[config.mk]
export PLATFORM = sky130hd
export DESIGN_NAME = outlier_gated_best_k_average_unit
export DESIGN_NICKNAME = d
export VERILOG_FILES = /design/src/hw/rtl/ogba_pkg.sv /design/src/hw/rtl/ogba_ctrl.sv /design/src/hw/rtl/ogba_dp.sv /design/src/hw/rtl/outlier_gated_best_k_average_unit.sv
export SDC_FILE = /design/constraint.sdc
export NUM_CORES = 2
export LEC_CHECK = 0
export BUFFER_PORTS_ARGS = -buffer_cell sky130_fd_sc_hd__buf_2
export CAP_MARGIN = 20
export CORE_ASPECT_RATIO = 0.5
export CORE_MARGIN = 3
export CORE_UTILIZATION = 59
export DETAILED_ROUTE_END_ITERATION = 12
export PLACE_DENSITY_LB_ADDON = 0.1
export SLEW_MARGIN = 20
export SYNTH_ARGS = -nofsm -noshare
export SYNTH_HDL_FRONTEND = slang
export SYNTH_HIERARCHICAL = 1
export SYNTH_SLANG_ARGS = --single-unit
export TNS_END_PERCENT = 10
[constraint.sdc]
create_clock -name i_clk -period 7.05 [get_ports i_clk]
set_input_delay 0.3525 -clock i_clk [delete_from_list [all_inputs] [get_ports i_clk]]
set_output_delay 0.3525 -clock i_clk [all_outputs]
set_load 0.02 [all_outputs]
[src/hw/rtl/ogba_pkg.sv]
// shared types and constants for the outlier gated best-k average unit
package ogba_pkg;

    // default configuration of the list and sample path
    localparam int DEPTH_DEF        = 10;
    localparam int SAMPLE_WIDTH_DEF = 32;

    // fixed field widths
    localparam int IN_W        = 32;
    localparam int TOL_W       = 16;
    localparam int FRAC_W      = 16;
    localparam int AVG_OUT_W   = 32;
    localparam int CNT_OUT_W   = 4;
    localparam int OUT_TDATA_W = 40;

    // tolerance after reset, about 0.02 in q0.16
    localparam logic [TOL_W-1:0] TOL_RESET = 16'd1311;

    // controller states
    typedef enum logic [2:0] {
        ST_IDLE,
        ST_MUL,
        ST_CMP,
        ST_INS,
        ST_DLOAD,
        ST_DIV,
        ST_OUT
    } t_state;

    // commands from controller to datapath
    typedef struct packed {
        logic load;
        logic mul;
        logic cmp;
        logic ins;
        logic div_load;
        logic div_step;
        logic out_load;
    } t_cmd;

    // status from datapath to controller
    typedef struct packed {
        logic reject;
        logic div_last;
    } t_sts;

endpackage

[src/hw/rtl/ogba_ctrl.sv]
// controller state machine sequencing one request through the datapath
module ogba_ctrl
    import ogba_pkg::*;
(
    input  logic i_clk,
    input  logic i_rst_n,
    input  logic i_in_valid,
    output logic o_in_ready,
    input  logic i_out_ready,
    output logic o_out_valid,
    input  t_sts i_sts,
    output t_cmd o_cmd
);

    t_state r_state;
    t_state n_state;
    logic   r_out_valid;
    logic   n_out_valid;

    // state and output valid registers
    always_ff @(posedge i_clk) begin
        if (!i_rst_n) begin
            r_state     <= ST_IDLE;
            r_out_valid <= 1'b0;
        end else begin
            r_state     <= n_state;
            r_out_valid <= n_out_valid;
        end
    end

    // next state and commands
    always_comb begin
        n_state    = r_state;
        o_cmd      = '0;
        o_in_ready = 1'b0;
        case (r_state)
            ST_IDLE: begin
                o_in_ready = 1'b1;
                if (i_in_valid) begin
                    o_cmd.load = 1'b1;
                    n_state    = ST_MUL;
                end
            end
            ST_MUL: begin
                o_cmd.mul = 1'b1;
                n_state   = ST_CMP;
            end
            ST_CMP: begin
                o_cmd.cmp = 1'b1;
                n_state   = ST_INS;
            end
            ST_INS: begin
                if (i_sts.reject) begin
                    n_state = ST_OUT;
                end else begin
                    o_cmd.ins = 1'b1;
                    n_state   = ST_DLOAD;
                end
            end
            ST_DLOAD: begin
                o_cmd.div_load = 1'b1;
                n_state        = ST_DIV;
            end
            ST_DIV: begin
                o_cmd.div_step = 1'b1;
                if (i_sts.div_last) begin
                    n_state = ST_OUT;
                end
            end
            ST_OUT: begin
                if (!r_out_valid || i_out_ready) begin
                    o_cmd.out_load = 1'b1;
                    n_state        = ST_IDLE;
                end
            end
            default: begin
                n_state = ST_IDLE;
            end
        endcase
    end

    // output holding register valid
    always_comb begin
        n_out_valid = r_out_valid;
        if (o_cmd.out_load) begin
            n_out_valid = 1'b1;
        end else if (i_out_ready) begin
            n_out_valid = 1'b0;
        end
    end

    assign o_out_valid = r_out_valid;

endmodule

[src/hw/rtl/ogba_dp.sv]
// datapath: band test, sorted list, running sum and bit-serial divider
module ogba_dp
    import ogba_pkg::*;
#(
    parameter int DEPTH        = DEPTH_DEF,
    parameter int SAMPLE_WIDTH = SAMPLE_WIDTH_DEF
) (
    input  logic                   i_clk,
    input  logic                   i_rst_n,
    input  logic                   i_cfg_wr_en,
    input  logic [TOL_W-1:0]       i_cfg_wr_data,
    input  logic [IN_W-1:0]        i_sample,
    input  t_cmd                   i_cmd,
    output t_sts                   o_sts,
    output logic                   o_rejected,
    output logic [AVG_OUT_W-1:0]   o_average,
    output logic [CNT_OUT_W-1:0]   o_stored_count
);

    localparam int EW    = (SAMPLE_WIDTH < IN_W) ? SAMPLE_WIDTH : IN_W;
    localparam int CW    = $clog2(DEPTH + 1);
    localparam int SUM_W = EW + CW;
    localparam int DC_W  = $clog2(SUM_W);
    localparam int PW    = EW + TOL_W;
    localparam int QW    = EW + FRAC_W;

    logic [TOL_W-1:0]     r_tol;
    logic [EW-1:0]        r_sample;
    logic [EW-1:0]        r_avg;
    logic                 r_seeded;
    logic [PW-1:0]        r_prod;
    logic                 r_reject;
    logic [EW-1:0]        r_ent [DEPTH];
    logic [EW-1:0]        n_ent [DEPTH];
    logic [DEPTH-1:0]     r_vld;
    logic [DEPTH-1:0]     n_vld;
    logic [SUM_W-1:0]     r_sum;
    logic [SUM_W-1:0]     n_sum;
    logic [CW-1:0]        r_count;
    logic [CW-1:0]        n_count;
    logic [CW-1:0]        r_rem;
    logic [CW-1:0]        n_rem;
    logic [SUM_W-1:0]     r_quo;
    logic [SUM_W-1:0]     n_quo;
    logic [DC_W-1:0]      r_dcnt;
    logic [AVG_OUT_W-1:0] r_out_avg;
    logic [CNT_OUT_W-1:0] r_out_cnt;
    logic                 r_out_rej;

    logic [QW:0]          cmp_lhs;
    logic [QW:0]          cmp_upper;
    logic [QW-1:0]        cmp_base;
    logic [QW-1:0]        cmp_lower;
    logic                 cmp_reject;
    logic [DEPTH-1:0]     ins_here;
    logic [DEPTH-1:0]     ins_prev;
    logic                 ins_any;
    logic                 list_full;
    logic [CW:0]          rem_sh;
    logic                 div_ge;
    logic                 div_last;
    logic [EW+AVG_OUT_W-1:0] avg_ext;
    logic [CW+CNT_OUT_W-1:0] cnt_ext;

    // tolerance band: sample*2^16 against avg*2^16 +/- avg*tol
    always_comb begin
        cmp_base   = {r_avg, {FRAC_W{1'b0}}};
        cmp_upper  = {1'b0, cmp_base} + {{(QW+1-PW){1'b0}}, r_prod};
        cmp_lower  = cmp_base - QW'(r_prod);
        cmp_lhs    = {1'b0, r_sample, {FRAC_W{1'b0}}};
        cmp_reject = (cmp_lhs > cmp_upper) || (cmp_lhs[QW-1:0] < cmp_lower);
    end

    // insert position as a thermometer, list is ascending with a valid prefix
    always_comb begin
        for (int i = 0; i < DEPTH; i++) begin
            ins_here[i] = !r_vld[i] || (r_sample < r_ent[i]);
        end
        ins_prev  = DEPTH'({ins_here, 1'b0});
        ins_any   = ins_here[DEPTH-1];
        list_full = r_vld[DEPTH-1];
    end

    // shifted list, valid prefix grows by one until full
    always_comb begin
        n_ent[0] = ins_here[0] ? r_sample : r_ent[0];
        for (int i = 1; i < DEPTH; i++) begin
            n_ent[i] = ins_here[i] ? (ins_prev[i] ? r_ent[i-1] : r_sample) : r_ent[i];
        end
        n_vld   = r_vld;
        n_sum   = r_sum;
        n_count = r_count;
        if (ins_any) begin
            n_vld = DEPTH'({r_vld, 1'b1});
            if (list_full) begin
                n_sum = r_sum + SUM_W'(r_sample) - SUM_W'(r_ent[DEPTH-1]);
            end else begin
                n_sum   = r_sum + SUM_W'(r_sample);
                n_count = r_count + CW'(1);
            end
        end
    end

    // one restoring divide step per cycle
    always_comb begin
        rem_sh   = {r_rem, r_quo[SUM_W-1]};
        div_ge   = rem_sh >= {1'b0, r_count};
        n_rem    = div_ge ? CW'(rem_sh - {1'b0, r_count}) : rem_sh[CW-1:0];
        n_quo    = {r_quo[SUM_W-2:0], div_ge};
        div_last = (r_dcnt == DC_W'(SUM_W - 1));
    end

    // control state: tolerance, seed, average, valid bits, sum, count and divide counter
    always_ff @(posedge i_clk) begin
        if (!i_rst_n) begin
            r_tol    <= TOL_RESET;
            r_seeded <= 1'b0;
            r_avg    <= '0;
            r_vld    <= '0;
            r_sum    <= '0;
            r_count  <= '0;
            r_dcnt   <= '0;
        end else begin
            if (i_cfg_wr_en) begin
                r_tol <= i_cfg_wr_data;
            end
            if (i_cmd.load && !r_seeded) begin
                r_avg    <= i_sample[EW-1:0];
                r_seeded <= 1'b1;
            end
            if (i_cmd.ins) begin
                r_vld   <= n_vld;
                r_sum   <= n_sum;
                r_count <= n_count;
            end
            if (i_cmd.div_load) begin
                r_dcnt <= '0;
            end else if (i_cmd.div_step) begin
                r_dcnt <= r_dcnt + DC_W'(1);
            end
            if (i_cmd.div_step && div_last) begin
                r_avg <= n_quo[EW-1:0];
            end
        end
    end

    // payload registers
    always_ff @(posedge i_clk) begin
        if (i_cmd.load) begin
            r_sample <= i_sample[EW-1:0];
        end
        if (i_cmd.mul) begin
            r_prod <= PW'(r_avg) * PW'(r_tol);
        end
        if (i_cmd.cmp) begin
            r_reject <= cmp_reject;
        end
        if (i_cmd.ins) begin
            r_ent <= n_ent;
        end
        if (i_cmd.div_load) begin
            r_rem <= '0;
            r_quo <= r_sum;
        end else if (i_cmd.div_step) begin
            r_rem <= n_rem;
            r_quo <= n_quo;
        end
        if (i_cmd.out_load) begin
            r_out_rej <= r_reject;
            r_out_avg <= avg_ext[AVG_OUT_W-1:0];
            r_out_cnt <= cnt_ext[CNT_OUT_W-1:0];
        end
    end

    // result fields at their port widths, count wraps to four bits
    assign avg_ext = {{AVG_OUT_W{1'b0}}, r_avg};
    assign cnt_ext = {{CNT_OUT_W{1'b0}}, r_count};

    assign o_sts.reject   = r_reject;
    assign o_sts.div_last = div_last;
    assign o_rejected     = r_out_rej;
    assign o_average      = r_out_avg;
    assign o_stored_count = r_out_cnt;

endmodule

[src/hw/rtl/outlier_gated_best_k_average_unit.sv]
// top level of the outlier gated best-k average unit
// Each request carries one unsigned timing sample; the unit answers with one result
// holding the reject flag, the running average and the number of stored samples.
// The first sample after reset seeds the average. A sample outside
// avg*(1 +/- tolerance) is rejected and changes nothing; otherwise it enters an
// ascending list of the DEPTH smallest accepted samples and the average becomes
// floor(sum/count) of that list. One request is in work at a time. A rejected
// sample passes the states IDLE, MUL, CMP, INS and OUT; an accepted one also
// passes DLOAD and DIV, where the quotient has SUM_W = min(SAMPLE_WIDTH,32) +
// clog2(DEPTH+1) bits, 36 with the defaults, and the bit-serial divider forms the
// average one quotient bit per cycle. The result sits in an output register, so
// the next sample is taken while an earlier result still waits. The tolerance
// register may be written only while the unit is idle.
module outlier_gated_best_k_average_unit
    import ogba_pkg::*;
#(
    parameter int DEPTH        = DEPTH_DEF,
    parameter int SAMPLE_WIDTH = SAMPLE_WIDTH_DEF
) (
    input  logic                   i_clk,
    input  logic                   i_rst_n,
    input  logic                   i_cfg_wr_en,
    input  logic [TOL_W-1:0]       i_cfg_wr_data,
    input  logic                   s_axis_tvalid,
    output logic                   s_axis_tready,
    input  logic [IN_W-1:0]        s_axis_tdata,   // [31:0] sample
    output logic                   m_axis_tvalid,
    input  logic                   m_axis_tready,
    output logic [OUT_TDATA_W-1:0] m_axis_tdata,   // [31:0] average, [35:32] stored_count
    output logic [0:0]             m_axis_tuser    // [0] rejected
);

    t_cmd                 cmd;
    t_sts                 sts;
    logic                 rejected;
    logic [AVG_OUT_W-1:0] average;
    logic [CNT_OUT_W-1:0] stored_count;

    // controller
    ogba_ctrl u_ctrl (
        .i_clk       (i_clk),
        .i_rst_n     (i_rst_n),
        .i_in_valid  (s_axis_tvalid),
        .o_in_ready  (s_axis_tready),
        .i_out_ready (m_axis_tready),
        .o_out_valid (m_axis_tvalid),
        .i_sts       (sts),
        .o_cmd       (cmd)
    );

    // datapath
    ogba_dp #(
        .DEPTH        (DEPTH),
        .SAMPLE_WIDTH (SAMPLE_WIDTH)
    ) u_dp (
        .i_clk          (i_clk),
        .i_rst_n        (i_rst_n),
        .i_cfg_wr_en    (i_cfg_wr_en),
        .i_cfg_wr_data  (i_cfg_wr_data),
        .i_sample       (s_axis_tdata),
        .i_cmd          (cmd),
        .o_sts          (sts),
        .o_rejected     (rejected),
        .o_average      (average),
        .o_stored_count (stored_count)
    );

    // result packing
    assign m_axis_tdata = {{(OUT_TDATA_W-AVG_OUT_W-CNT_OUT_W){1'b0}}, stored_count, average};
    assign m_axis_tuser = rejected;

    // one request in work at a time
    a_one_in_flight: assert property (@(posedge i_clk) disable iff (!i_rst_n)
        s_axis_tvalid && s_axis_tready |=> !s_axis_tready)
        else $error("new request taken while one is in work");

    // a pending result is never overwritten
    a_no_overwrite: assert property (@(posedge i_clk) disable iff (!i_rst_n)
        cmd.out_load |-> (!m_axis_tvalid || m_axis_tready))
        else $error("output register loaded while a result is pending");

    // an accepted sample always leaves the list non-empty
    a_count_nonzero: assert property (@(posedge i_clk) disable iff (!i_rst_n)
        m_axis_tvalid && !m_axis_tuser[0] |-> (DEPTH > 15) || (stored_count != '0))
        else $error("accepted sample reported with an empty list");

endmodule

==> results.py <==
metrics = {
    "min_path": {
        "hold_path_depth": 1,
        "hold_start": "s_axis_tdata[0]",
        "hold_crit_class": "input port to flip-flop",
        "hold-path-endpoint": "u_dp/r_sample[0]",
    },
    "flow_run": {
        "drv_cap": 0,
    },
    "clock_network": {
        "worst_skew_pair.late_latency_ns": 0.68,
        "tritoncts": "done",
        "tritoncts_num_sinks": 587,
        "max-clock-path-buffers": 3,
        "h_tree_depth": 2,
        "setup_buffers_after_cts": 0,
        "cts-buffers-inserted": 58,
        "clk_pin_slew_worst_paths_ns": 0.07,
        "buffer_cell_driving_the_clock_tree_root": "clkbuf_16",
    },
    "detailed_routing": {
        "vias_per_cell": 6.42,
        "drc_violation_total_after_the_first_tritonroute_iteration": 4771,
        "route.final.wire_length_mm": 181,
        "via_total_after_detailed_routing": 49364,
        "wl_per_cell_um": 23.5,
        "drc_errors": 0,
        "drt-pass1-iter-count": 6,
        "ant_nets": 0,
    },
    "sta": {
        "max_slew.worst_pin.slew_ns": 1.11,
        "tns_ns": 0,
        "layout_min_cycle_time_ns": 6.89,
        "max_freq_ghz": 0.145,
        "slew_violations": 0,
        "fin_skew_ns": 0.0384,
        "timing.final.setup_violations": 0,
        "timing.hold.ws_ns": 0.0647,
        "max_slew_margin_pct": 25.9,
        "final_min_period_over_clock_period_pct": 97.8,
        "final-hold-violation-count": 0,
    },
    "yosys": {
        "synth_warnings": 6,
        "post_synthesis_instance_total": 6313,
        "count_of_flip_flops_with_a_built_in_enable_after_synthesis": 474,
        "ys_top_cells_by_count": "876 x inv_1, 631 x nand2_1, 627 x ha_1, 474 x edfxtp_1, 422 x fa_1",
        "synth_top_area_share_pct": 23.8,
        "postSynth.asyncResetShare_pct": 0,
        "synthFlopType": "edfxtp_1",
        "netlist.top_cell.by_area": "edfxtp_1",
        "yosys.cell_types.count": 102,
        "synthesis.area_mm2": 0.0597,
        "synth_seq_area_share_pct": 27.6,
        "yosys-top-cells-area": "edfxtp_1 24%, fa_1 14%, ha_1 13%",
        "ff_latch_count_synth": 587,
        "most_frequently_used_cell_type_in_the_post_synthesis_netlist": "inv_1",
        "synthesis.area_per_instance_um2": 9.46,
    },
    "critical_path": {
        "worstPathMaxFanout": 14,
        "cp_data_required_time_ns": 7.46,
        "critPathMaxStageDelay_ns": 0.68,
        "cp_common_cell": "fa_1",
        "rr_endpoint": "u_dp/r_prod[32]",
        "standard_cell_with_the_maximum_stage_delay_on_the_critical_path": "dfxtp_1",
        "worst-r2r-cell-count": 20,
        "critical_register_to_register_path_startpoint": "u_dp/r_avg[4]",
        "reg2reg_slack_ns": 0.16,
        "worstSetupEndpointType": "flip-flop",
        "timing.critical_path.cells": "and2_1 -> fa_1 -> fa_1 -> fa_1 -> fa_1 -> fa_1 -> inv_1 -> fa_1 -> inv_1 -> ha_1 -> a211oi_1 -> nor2_1 -> a2111oi_2 -> buf_4 -> a21oi_1 -> o31ai_2 -> a21oi_1 -> a221o_1 -> a21oi_1 -> xnor2_1",
        "setup.worst_path.class": "flip-flop to flip-flop",
        "worst-endpoint-arrival_ns": 7.31,
        "startpoint_type": "flip-flop",
    },
    "place": {
        "placement.io_buffers": 91,
        "gp_congestion": 0.948,
        "dp.final_hpwl_mm": 131,
    },
    "power": {
        "p_leak_uw": 0.0283,
        "netSwitchingFraction_pct": 38.1,
        "p_seq_share_pct": 32.4,
        "net-switching-power_uw": 4790,
        "clockPowerShare_pct": 27.1,
        "largest_vdd_supply_drop_mv": 0.201,
        "power_frac_comb_pct": 40.4,
        "intPower_uw": 7800,
        "powerDensity_mw_per_mm2": 195,
    },
    "die": {
        "chipWidth_um": 456,
        "std_cell_rows": 81,
        "die-area_mm2": 0.105,
        "design.portCount": 96,
        "die_height_um": 231,
        "core_mm2": 0.0990,
        "starting_utilization_of_the_core_area_pct": 60.3,
    },
    "finish": {
        "synthToLayoutAreaGrowth_pct": 8.13,
        "final_net_count": 7412,
        "fillCellCount": 7890,
        "drive_above_1_share_pct": 8.85,
    },
    "global_route": {
        "pin_count_of_the_biggest_net_entering_global_routing": 97,
        "overflow": 0,
        "antenna_found_initial": 3,
        "first_global_vias": 48736,
        "grt_pass1_wl_mm": 280,
        "grt.total_usage_pct": 34.0,
    },
    "outcome": {
        "run_status": "finished, final reports clean",
    },
}
## registers in the layout (all words and copies together), names as in the netlist
name / flops
u_dp/r_sum: 36
u_dp/r_reject: 1
u_dp/r_seeded: 1
u_dp/o_rejected: 1
u_dp/r_avg: 32
u_dp/r_prod: 48
u_dp/r_quo: 36
u_dp/r_sample: 32
u_dp/r_ent: 320
u_dp/r_dcnt: 6
u_ctrl/r_state: 3
u_ctrl/o_out_valid: 1
u_dp/o_average: 32
u_dp/r_vld: 10
u_dp/o_stored_count: 4
u_dp/r_tol: 16
u_dp/r_count: 4
u_dp/r_rem: 4
## through the flow
stage	instance area, µm²	total power [µW]	setup WS, ns	instances	utilization [%]
2_1_floorplan	59700	7560	0.515	6316	-
3_5_place_dp	62000	9110	0.0592	7531	62.6
3_3_place_gp	61900	8980	0.149	7530	62.6
4_1_cts	64500	12500	0.0479	7686	65.1
6_report	64600	12600	0.157	7689	65.2
5_1_grt	64600	13300	-0.0551	7688	65.2
## layer usage
metal / global-route usage (%) / vias up / wire (µm)
met2: 51.8 / 2322 / 77300
met3: 6.29 / 383 / 17200
li1: - / 22342 / -
met5: 0 / - / 25
met1: 48.5 / 24313 / 79400
met4: 12.2 / 4 / 6890
## cells by family (layout without fill, tap and decap cells)
family                     Yosys count  in the layout  synth area share (%)
buffers and inverters             1271           1314                  8.22
xor gates and xnor gates           150            150                  2.20
AOI/OAI and AO/OA                 1403           1403                  17.3
DFF                                587            587                  27.6
and+or+nand+nor                   1616           1616                  13.1
muxes                              236            236                  4.31
other                                1              6               0.00628
adders and majority gates         1049           1049                  27.3
## power groups by stage
stage | Sequential (µW) | Combinational, µW | Clock, µW
2_1_floorplan | 4130 | 3430 | 0
3_3_place_gp | 4150 | 4830 | 0
3_5_place_dp | 4150 | 4950 | 0
4_1_cts | 4080 | 5010 | 3460
5_1_grt | 4090 | 5640 | 3600
6_report | 4080 | 5090 | 3410
## worst max-delay path: cells and delay by family (launching register included)
| family | cells | cell delay, ns |
|---|---|---|
| fa+ha+maj | 7 | 3.49 |
| compound gates | 7 | 1.80 |
| flops | 1 | 0.68 |
| simple gates | 2 | 0.31 |
| buf+inv | 3 | 0.28 |
| xor+xnor | 1 | 0.10 |
## worst max-delay path by stage
| stage | from | end | slack (ns) | depth (start not counted) |
|---|---|---|---|---|
| floorplan | u_dp/r_avg[8] | u_dp/r_prod[44] | 0.52 | 21 |
| global placement | u_dp/r_avg[6] | u_dp/r_prod[44] | 0.15 | 23 |
| detailed placement | u_dp/r_tol[3] | u_dp/r_prod[44] | 0.06 | 22 |
| CTS | u_dp/r_tol[3] | u_dp/r_prod[44] | 0.05 | 22 |
| global route | u_dp/r_avg[4] | u_dp/r_prod[32] | -0.06 | 20 |
| finish | u_dp/r_avg[4] | u_dp/r_prod[32] | 0.16 | 20 |
## cell type report
class	instances	area (µm²)	share of cell area, %
Sequential cell	587	16500	25.6
Clock inverter	38	467	0.723
Multi-Input combinational cell	4458	38500	59.7
Inverter	878	3300	5.10
Tap cell	1328	1660	2.57
Timing Repair Buffer	327	2530	3.92
Antenna cell	2	5.00	0.00775
Clock buffer	71	1570	2.43
## cells in the final DEF, fill, tap and decap left out, types with 91 or more instances in the layout
cell / Yosys / layout
a21o_1: 216 / 216
inv_1: 876 / 875
a311o_1: 155 / 155
and2_1: 219 / 219
buf_2: 48 / 91
buf_4: 9 / 174
ha_1: 627 / 627
xnor2_1: 110 / 110
edfxtp_1: 474 / 474
a21oi_1: 235 / 235
a211oi_1: 241 / 236
nand2_1: 631 / 630
mux2_1: 91 / 91
o21ai_0: 139 / 139
o221ai_1: 159 / 159
fa_1: 422 / 422
nor2_1: 215 / 208
nand3_1: 200 / 200
## what timing repair did
action	in CTS	in global routing
hold buffers	46	0
hold endpoints to repair	46	0
endpoints found under the setup margin	0	13
gates resized for setup	0	29
(Power assumes the default switching activity.)
